[config.mk]
export PLATFORM = sky130hd
export DESIGN_NAME = vault_header_tlv_parser
export DESIGN_NICKNAME = d
export VERILOG_FILES = /design/src/sv/vhtp_pkg.sv /design/src/sv/vhtp_core.sv /design/src/sv/vault_header_tlv_parser.sv
export SDC_FILE = /design/constraint.sdc
export NUM_CORES = 1
export LEC_CHECK = 0
export BUFFER_PORTS_ARGS = -buffer_cell sky130_fd_sc_hd__buf_2
export CORE_MARGIN = 2
export CORE_UTILIZATION = 60
export CTS_BUF_LIST = sky130_fd_sc_hd__clkbuf_8
export DETAILED_ROUTE_END_ITERATION = 6
export PLACE_DENSITY_LB_ADDON = 0.12
export SETUP_SLACK_MARGIN = 0.5
export SLEW_MARGIN = 0
export SYNTH_ARGS = -nofsm -noshare
export SYNTH_HDL_FRONTEND = slang
export SYNTH_HIERARCHICAL = 1
export SYNTH_SLANG_ARGS = --single-unit
[constraint.sdc]
create_clock -name clk -period 17.8 [get_ports clk]
set_input_delay 0 -clock clk [delete_from_list [all_inputs] [get_ports clk]]
set_output_delay 0 -clock clk [all_outputs]
set_load 0.01 [all_outputs]
[src/sv/vhtp_pkg.sv]
`default_nettype none

package vhtp_pkg;

    localparam int unsigned ByteW   = 8;
    localparam int unsigned SizeW   = 16;
    localparam int unsigned CompW   = 32;
    localparam int unsigned RoundW  = 64;
    localparam int unsigned StreamW = 32;

    localparam int unsigned SeedSize   = 32;
    localparam int unsigned IvSize     = 16;
    localparam int unsigned CipherLen  = 16;
    localparam int unsigned StreamSalsa = 2;

    // result kinds
    localparam logic [1:0] KIND_BYTE = 2'd0;
    localparam logic [1:0] KIND_DONE = 2'd1;
    localparam logic [1:0] KIND_ERR  = 2'd2;

    // status codes
    localparam logic [2:0] ST_OK       = 3'd0;
    localparam logic [2:0] ST_MAGIC    = 3'd1;
    localparam logic [2:0] ST_VERSION  = 3'd2;
    localparam logic [2:0] ST_SIZE     = 3'd3;
    localparam logic [2:0] ST_UNKNOWN  = 3'd4;
    localparam logic [2:0] ST_CIPHER   = 3'd5;
    localparam logic [2:0] ST_STREAM   = 3'd6;

    // record types
    localparam logic [7:0] T_END     = 8'd0;
    localparam logic [7:0] T_CIPHER  = 8'd2;
    localparam logic [7:0] T_COMP    = 8'd3;
    localparam logic [7:0] T_SEED    = 8'd4;
    localparam logic [7:0] T_TSEED   = 8'd5;
    localparam logic [7:0] T_ROUNDS  = 8'd6;
    localparam logic [7:0] T_IV      = 8'd7;
    localparam logic [7:0] T_KEY     = 8'd8;
    localparam logic [7:0] T_START   = 8'd9;
    localparam logic [7:0] T_STREAM  = 8'd10;

    localparam logic [7:0] MAGIC_BYTES [8] = '{
        8'h03, 8'hD9, 8'hA2, 8'h9A, 8'h67, 8'hFB, 8'h4B, 8'hB5
    };

    localparam logic [7:0] AES_ID [16] = '{
        8'h31, 8'hc1, 8'hf2, 8'he6, 8'hbf, 8'h71, 8'h43, 8'h50,
        8'hbe, 8'h58, 8'h05, 8'h21, 8'h6a, 8'hfc, 8'h5a, 8'hff
    };

    typedef struct packed {
        logic               valid;
        logic [1:0]         kind;
        logic [3:0]         field_id;
        logic [SizeW-1:0]   byte_offset;
        logic [ByteW-1:0]   field_byte;
        logic [2:0]         status;
        logic [CompW-1:0]   compression;
        logic [RoundW-1:0]  rounds;
        logic [StreamW-1:0] stream;
    } vhtp_res_t;

    // required data size of a passed-out record, zero for other types
    function automatic logic [SizeW-1:0] wanted_size(input logic [7:0] t);
        logic [SizeW-1:0] w;
        w = '0;
        if (t == T_SEED || t == T_TSEED || t == T_KEY || t == T_START)
            w = SizeW'(SeedSize);
        else if (t == T_IV)
            w = SizeW'(IvSize);
        return w;
    endfunction

endpackage

`default_nettype wire

[src/sv/vhtp_core.sv]
`default_nettype none

module vhtp_core
    import vhtp_pkg::*;
(
    input  wire logic             clk,
    input  wire logic             rst_n,
    input  wire logic             step,
    input  wire logic [ByteW-1:0] data_byte,
    input  wire logic             first,
    output vhtp_res_t             res
);

    localparam logic [2:0] PH_PREAMBLE = 3'd0;
    localparam logic [2:0] PH_TYPE     = 3'd1;
    localparam logic [2:0] PH_SIZE_LO  = 3'd2;
    localparam logic [2:0] PH_SIZE_HI  = 3'd3;
    localparam logic [2:0] PH_DATA     = 3'd4;
    localparam logic [2:0] PH_HALT     = 3'd5;

    logic [2:0]         phase_reg, phase_next;
    logic [3:0]         pcount_reg, pcount_next;
    logic [7:0]         rtype_reg, rtype_next;
    logic [SizeW-1:0]   rsize_reg, rsize_next;
    logic [SizeW-1:0]   doff_reg, doff_next;
    logic [CompW-1:0]   comp_reg, comp_next;
    logic [RoundW-1:0]  rounds_reg, rounds_next;
    logic [StreamW-1:0] sid_reg, sid_next;
    logic               cok_reg, cok_next;
    logic [7:0]         vlow_reg, vlow_next;

    logic [2:0]         cur_phase;
    logic [3:0]         cur_pcount;
    logic [7:0]         cur_rtype;
    logic [SizeW-1:0]   cur_rsize;
    logic [SizeW-1:0]   cur_doff;
    logic [CompW-1:0]   cur_comp;
    logic [RoundW-1:0]  cur_rounds;
    logic [StreamW-1:0] cur_sid;
    logic               cur_cok;
    logic [7:0]         cur_vlow;

    logic               finish;
    logic               emitted;
    logic [SizeW:0]     off_inc;
    logic [SizeW-1:0]   size_full;
    logic [SizeW-1:0]   want;
    logic [15:0]        version;

    always_comb
    begin
        // a first byte restarts from the reset state
        if (first)
        begin
            cur_phase  = PH_PREAMBLE;
            cur_pcount = '0;
            cur_rtype  = '0;
            cur_rsize  = '0;
            cur_doff   = '0;
            cur_comp   = '0;
            cur_rounds = RoundW'(1);
            cur_sid    = '0;
            cur_cok    = 1'b0;
            cur_vlow   = '0;
        end
        else
        begin
            cur_phase  = phase_reg;
            cur_pcount = pcount_reg;
            cur_rtype  = rtype_reg;
            cur_rsize  = rsize_reg;
            cur_doff   = doff_reg;
            cur_comp   = comp_reg;
            cur_rounds = rounds_reg;
            cur_sid    = sid_reg;
            cur_cok    = cok_reg;
            cur_vlow   = vlow_reg;
        end

        phase_next  = cur_phase;
        pcount_next = cur_pcount;
        rtype_next  = cur_rtype;
        rsize_next  = cur_rsize;
        doff_next   = cur_doff;
        comp_next   = cur_comp;
        rounds_next = cur_rounds;
        sid_next    = cur_sid;
        cok_next    = cur_cok;
        vlow_next   = cur_vlow;

        res       = '0;
        finish    = 1'b0;
        emitted   = 1'b0;
        off_inc   = {1'b0, cur_doff} + (SizeW+1)'(1);
        size_full = {data_byte, cur_rsize[7:0]};
        want      = wanted_size(cur_rtype);
        version   = {data_byte, cur_vlow};

        unique case (cur_phase)
            PH_PREAMBLE:
            begin
                pcount_next = cur_pcount + 4'd1;
                if (cur_pcount < 4'd8)
                begin
                    if (data_byte != MAGIC_BYTES[cur_pcount[2:0]])
                    begin
                        res.valid   = 1'b1;
                        res.kind    = KIND_ERR;
                        res.status  = ST_MAGIC;
                        phase_next  = PH_HALT;
                        pcount_next = cur_pcount;
                    end
                end
                else if (cur_pcount == 4'd10)
                begin
                    vlow_next = data_byte;
                end
                else if (cur_pcount == 4'd11)
                begin
                    if (version != 16'd2 && version != 16'd3)
                    begin
                        res.valid   = 1'b1;
                        res.kind    = KIND_ERR;
                        res.status  = ST_VERSION;
                        phase_next  = PH_HALT;
                        pcount_next = cur_pcount;
                    end
                    else
                    begin
                        phase_next = PH_TYPE;
                    end
                end
            end
            PH_TYPE:
            begin
                rtype_next = data_byte;
                phase_next = PH_SIZE_LO;
            end
            PH_SIZE_LO:
            begin
                rsize_next = {8'd0, data_byte};
                phase_next = PH_SIZE_HI;
            end
            PH_SIZE_HI:
            begin
                rsize_next = size_full;
                doff_next  = '0;
                if (cur_rtype == T_CIPHER)
                    cok_next = (size_full == SizeW'(CipherLen));
                else if (cur_rtype == T_COMP)
                    comp_next = '0;
                else if (cur_rtype == T_ROUNDS)
                    rounds_next = '0;
                else if (cur_rtype == T_STREAM)
                    sid_next = '0;
                if (size_full == '0)
                    finish = 1'b1;
                else
                    phase_next = PH_DATA;
            end
            PH_DATA:
            begin
                if (cur_rtype == T_CIPHER)
                begin
                    if (cur_doff < SizeW'(CipherLen) && data_byte != AES_ID[cur_doff[3:0]])
                        cok_next = 1'b0;
                end
                else if (cur_rtype == T_COMP)
                begin
                    if (cur_doff < SizeW'(4))
                        comp_next[{cur_doff[1:0], 3'b000} +: 8] =
                            cur_comp[{cur_doff[1:0], 3'b000} +: 8] | data_byte;
                end
                else if (cur_rtype == T_ROUNDS)
                begin
                    if (cur_doff < SizeW'(8))
                        rounds_next[{cur_doff[2:0], 3'b000} +: 8] =
                            cur_rounds[{cur_doff[2:0], 3'b000} +: 8] | data_byte;
                end
                else if (cur_rtype == T_STREAM)
                begin
                    if (cur_doff < SizeW'(4))
                        sid_next[{cur_doff[1:0], 3'b000} +: 8] =
                            cur_sid[{cur_doff[1:0], 3'b000} +: 8] | data_byte;
                end
                else if (want != '0 && cur_rsize == want)
                begin
                    emitted         = 1'b1;
                    res.valid       = 1'b1;
                    res.kind        = KIND_BYTE;
                    res.field_id    = cur_rtype[3:0];
                    res.byte_offset = cur_doff;
                    res.field_byte  = data_byte;
                end
                if (off_inc >= {1'b0, cur_rsize})
                begin
                    if (emitted)
                        phase_next = PH_TYPE;
                    else
                        finish = 1'b1;
                end
                else
                begin
                    doff_next = off_inc[SizeW-1:0];
                end
            end
            default:
            begin
                // halted: drop bytes until the next first byte
            end
        endcase

        if (finish)
        begin
            phase_next = PH_TYPE;
            if (cur_rtype == T_END)
            begin
                res.valid  = 1'b1;
                phase_next = PH_HALT;
                if (!cok_next)
                begin
                    res.kind   = KIND_ERR;
                    res.status = ST_CIPHER;
                end
                else if (sid_next != StreamW'(StreamSalsa))
                begin
                    res.kind   = KIND_ERR;
                    res.status = ST_STREAM;
                end
                else
                begin
                    res.kind   = KIND_DONE;
                    res.status = ST_OK;
                end
            end
            else if (cur_rtype > T_STREAM)
            begin
                res.valid    = 1'b1;
                res.kind     = KIND_ERR;
                res.field_id = cur_rtype[3:0];
                res.status   = ST_UNKNOWN;
                phase_next   = PH_HALT;
            end
            else if (want != '0 && rsize_next != want)
            begin
                res.valid    = 1'b1;
                res.kind     = KIND_ERR;
                res.field_id = cur_rtype[3:0];
                res.status   = ST_SIZE;
                phase_next   = PH_HALT;
            end
        end

        res.compression = comp_next;
        res.rounds      = rounds_next;
        res.stream      = sid_next;
    end

    always_ff @(posedge clk or negedge rst_n)
    begin
        if (!rst_n)
        begin
            phase_reg  <= PH_PREAMBLE;
            pcount_reg <= '0;
            rtype_reg  <= '0;
            rsize_reg  <= '0;
            doff_reg   <= '0;
            comp_reg   <= '0;
            rounds_reg <= RoundW'(1);
            sid_reg    <= '0;
            cok_reg    <= 1'b0;
            vlow_reg   <= '0;
        end
        else if (step)
        begin
            phase_reg  <= phase_next;
            pcount_reg <= pcount_next;
            rtype_reg  <= rtype_next;
            rsize_reg  <= rsize_next;
            doff_reg   <= doff_next;
            comp_reg   <= comp_next;
            rounds_reg <= rounds_next;
            sid_reg    <= sid_next;
            cok_reg    <= cok_next;
            vlow_reg   <= vlow_next;
        end
    end

endmodule

`default_nettype wire

[src/sv/vault_header_tlv_parser.sv]
// Path: a byte transferred into the input register is parsed from there, and
// its result, if any, is written to the result register that drives the port.
// Throughput: one byte per cycle while the output is not stalled, through the
// parse step between the input register and the result register.
// Reset: rst_n clears the parser state and both valid flags at once.
`default_nettype none

module vault_header_tlv_parser
    import vhtp_pkg::*;
(
    input  wire logic               clk,
    input  wire logic               rst_n,
    input  wire logic               in_valid,
    output logic                    in_ready,
    input  wire logic [ByteW-1:0]   data_byte,
    input  wire logic               first,
    output logic                    out_valid,
    input  wire logic               out_ready,
    output logic [1:0]              kind,
    output logic [3:0]              field_id,
    output logic [SizeW-1:0]        byte_offset,
    output logic [ByteW-1:0]        field_byte,
    output logic [2:0]              status,
    output logic [CompW-1:0]        compression,
    output logic [RoundW-1:0]       transform_rounds,
    output logic [StreamW-1:0]      stream_type
);

    logic             in_vld_reg;
    logic [ByteW-1:0] byte_reg;
    logic             first_reg;
    logic             out_vld_reg;
    vhtp_res_t        res;
    vhtp_res_t        res_reg;
    logic             fire;

    // advance the parse stage when a byte is held and the result register can take a result
    assign fire     = in_vld_reg && (!out_vld_reg || out_ready);
    assign in_ready = !in_vld_reg || fire;

    always_ff @(posedge clk or negedge rst_n)
    begin
        if (!rst_n)
            in_vld_reg <= 1'b0;
        else if (in_ready)
            in_vld_reg <= in_valid;
    end

    always_ff @(posedge clk)
    begin
        if (in_valid && in_ready)
        begin
            byte_reg  <= data_byte;
            first_reg <= first;
        end
    end

    vhtp_core u_core (
        .clk       (clk),
        .rst_n     (rst_n),
        .step      (fire),
        .data_byte (byte_reg),
        .first     (first_reg),
        .res       (res)
    );

    always_ff @(posedge clk or negedge rst_n)
    begin
        if (!rst_n)
            out_vld_reg <= 1'b0;
        else if (fire && res.valid)
            out_vld_reg <= 1'b1;
        else if (out_ready)
            out_vld_reg <= 1'b0;
    end

    always_ff @(posedge clk)
    begin
        if (fire && res.valid)
            res_reg <= res;
    end

    assign out_valid        = out_vld_reg;
    assign kind             = res_reg.kind;
    assign field_id         = res_reg.field_id;
    assign byte_offset      = res_reg.byte_offset;
    assign field_byte       = res_reg.field_byte;
    assign status           = res_reg.status;
    assign compression      = res_reg.compression;
    assign transform_rounds = res_reg.rounds;
    assign stream_type      = res_reg.stream;

    a_byte_ok: assert property (@(posedge clk) disable iff (!rst_n)
        out_valid && kind == KIND_BYTE |-> status == ST_OK)
        else $error("field byte carries a nonzero status");

    a_byte_type: assert property (@(posedge clk) disable iff (!rst_n)
        out_valid && kind == KIND_BYTE |->
            (field_id == T_SEED[3:0] || field_id == T_TSEED[3:0] ||
             field_id == T_IV[3:0] || field_id == T_KEY[3:0] ||
             field_id == T_START[3:0]))
        else $error("field byte from a record that is not passed out");

    a_err_status: assert property (@(posedge clk) disable iff (!rst_n)
        out_valid && kind == KIND_ERR |-> status != ST_OK)
        else $error("error result without an error status");

    a_done_clean: assert property (@(posedge clk) disable iff (!rst_n)
        out_valid && kind == KIND_DONE |-> status == ST_OK && field_id == 4'd0
            && stream_type == StreamW'(StreamSalsa))
        else $error("header finished with a bad verdict");

endmodule

`default_nettype wire
==> results.cfg <==
[status]
status = complete, no violations

[yosys]
async_flop_share_pct = 52.1
synth_ff_type = dfrtp_1
yosysUniqueCellTypes = 86
ys_warn_count = 6
synth-adder-area-share_pct = 1.86
syn_area_per_cell_um2 = 11.0
synth_nets = 1698
yosys.area.top_type_share_pct = 28.1
ys_seq_elements = 355
yosysSeqAreaShare_pct = 53.5
synthXorXnorAreaFrac_pct = 1.06
synth_area_leaders = edfxtp_1, dfrtp_1, mux2_2
syn-cell-area_um2 = 18200
synth_area_leader_cell = edfxtp_1
synth-compound-area-share_pct = 17.4
synth_top_family_by_area = compound AO/OA/AOI/OAI gates
synth_edf_count = 170
synthCells = 1658
synth_mux_area_share_pct = 8.33
synth-simple-area-share_pct = 14.7

[clock_network]
cts_sinks = 355
htree_levels = 2
cts_setup_buffers = 0
path_clk_slew_ns = 0.07
numCtsBuffers = 54
root_buffer = clkbuf_8
clk_latency_ns = 0.63
cts_tree = done
cts_max_path_buffers = 3

[route]
firstDrtPassIters = 6
via_per_inst = 6.70
wirelength_um = 55900
drtAntennaViolNets = 0
drc_errors = 0
drt_iter0_markers = 2164
wire_per_inst_um = 24.6
vias = 15200

[critical_path]
worstSetupPathType = reg2reg
endpoint_kind = flip-flop
crit_fanout = 67
cp.arrival_ns = 7.67
startpoint_type = flip-flop
crit_required_ns = 18.04

[final_layout]
num_antenna_cells = 0
syn_to_final_growth_pct = 14.0
fin_nets = 1874
drive_gt1_share_pct = 22.7
final_cell_mix = nand2_1, dfrtp_1, buf_2
post-route-util_pct = 69.8
layout_commonest_cell = nand2_1

[global_route]
grt_pass1_vias = 14800
grt_overflow = 0
grt_max_degree = 77
grt_pass1_wl_um = 85300
grt_antenna_before_repair = 0
grtUsageTotal_pct = 35.5

[placed_design]
routabilityCongestion = 0.948
portBuffers = 175
place_hpwl_um = 37200

[sta]
worst_slew_pin_slew_ns = 1.25
fin_tns_setup_ns = 0
rsz0062_at_grt = no
fmax_ghz = 0.135
fin_crit_ns = 7.43
fin_skew_ns = 0.0462
max-slew-margin-rel_pct = 16.7
drv_slew = 0
fin_crit_sh_pct = 41.7
setup_violations = 0
hold_viol = 0

[floorplan]
fp.dieH_um = 178
core-area_um2 = 29700
io_pins = 176
die_x_um = 178
start_util_pct = 61.2
fp-row-count = 63
die_area_um2 = 31700

[run]
max_cap_viol_count = 0

[min_path]
min_path_type = in2reg

[power]
peakVddDrop_mv = 0.107
cellPowerDensity_nw_per_um2 = 122
leakage_nw = 8.59
==> cell families (layout without fill, tap and decap cells) <==
| family | Yosys count | in the layout |
|---|---|---|
| mux | 110 | 110 |
| xor+xnor | 22 | 22 |
| simple gates | 534 | 534 |
| flops | 355 | 355 |
| compound gates | 466 | 466 |
| buf+inv | 144 | 366 |
| fa+ha+maj | 27 | 27 |
==> cells in the mapped netlist (5+ instances only) <==
master       n
ha_1        27
a21o_1      14
inv_1       37
a211oi_1     7
mux2_2      71
nand4_1     20
buf_2       11
nand2b_1    24
xnor2_1     12
nor4_1      30
a21oi_2      6
o2bb2ai_1   35
or2_2        8
dfrtp_1    184
or3_1        9
a22oi_1     13
xor2_1      10
nand3_1     26
nand2_1    187
nor2b_1     20
buf_1       14
o211a_1      5
mux2i_1     13
edfxtp_1   170
mux4_2      26
a21oi_1     69
o21ai_1     15
nor3b_1      6
clkbuf_1    80
o22ai_1      9
o21ai_0    134
a22o_1      78
and3_1      16
nor2_1     103
nor3_1      34
nand4b_1     6
a31oi_1     14
or4_1        7
and2_1      17
a221oi_1     5
==> per-stage QoR <==
| step | setup WS [ns] | instance area [µm²] | instances | total power, mW | hold slack (ns) |
|---|---|---|---|---|---|
| finish | 10.37 | 20700 | 2270 | 2.52 | 0.0930 |
| floorplan | 5.83 | 18200 | 1658 | 1.56 | -0.296 |
| global placement | 10.87 | 19400 | 2153 | 1.79 | 0.0336 |
| global route | 9.93 | 20700 | 2270 | 2.62 | 0.0910 |
| CTS | 10.60 | 20700 | 2270 | 2.51 | 0.0668 |
| detailed placement | 10.61 | 19400 | 2153 | 1.80 | 0.0330 |
==> worst max-delay path, stage by stage, from the launching register on <==
cell,delay (ns)
edfxtp_1,0.38
buf_4,0.30
inv_1,0.12
nand2_1,0.17
inv_1,0.22
ha_1,0.32
nand2_1,0.14
nor4_1,0.64
and3_1,0.33
nand4_1,0.18
nand3_1,0.15
o21ai_0,0.13
ha_1,0.35
nand3_1,0.08
a21boi_0,0.18
o2111ai_1,0.12
a211oi_1,0.32
nor2_1,0.13
o31ai_1,0.71
a22oi_1,0.28
nand2_1,0.16
nand2_1,0.13
nor2b_4,0.67
buf_4,0.76
==> routing by layer <==
layer  up-vias  GRT usage (%)  wire length (µm)
met3       154           6.44              5620
met1      7497           50.2             22400
met5         -              0                 0
li1       6603              -                 -
met4         0           13.4              1900
met2       955           55.0             26000
==> report_power, final <==
group	switching [mW]	internal, mW	leakage (nW)
logic	0.511	0.239	3.77
registers	0.0763	0.983	4.17
clock network	0.335	0.378	0.651
==> final timing paths <==
path / start / to / slack, ns / cells past startpoint
worst max register to register: first_reg / transform_rounds[28] / 10.37 / 23
worst max-delay path: first_reg / transform_rounds[28] / 10.37 / 23
min in group asynchronous: rst_n / u_core/doff_reg[6] / 0.31 / 3
worst min-delay path: data_byte[5] / byte_reg[5] / 0.09 / 2
worst min register to register: u_core/rtype_reg[4] / u_core/rtype_reg[4] / 0.50 / 1
max in group asynchronous: rst_n / u_core/doff_reg[1] / 15.68 / 5
==> final cells by class <==
class	instances	area [µm²]
Sequential cell	355	9740
Fill cell	2236	8990
Multi-Input combinational cell	1159	7890
Timing Repair Buffer	227	1330
Clock buffer	61	840
Tap cell	390	488
Clock inverter	41	307
Inverter	37	139
==> timing repair <==
action / CTS / global route
endpoints found under the hold margin: 84 / 0
hold buffers: 15 / 0
gates resized for setup: 0 / 0
(Power assumes the default switching activity.)
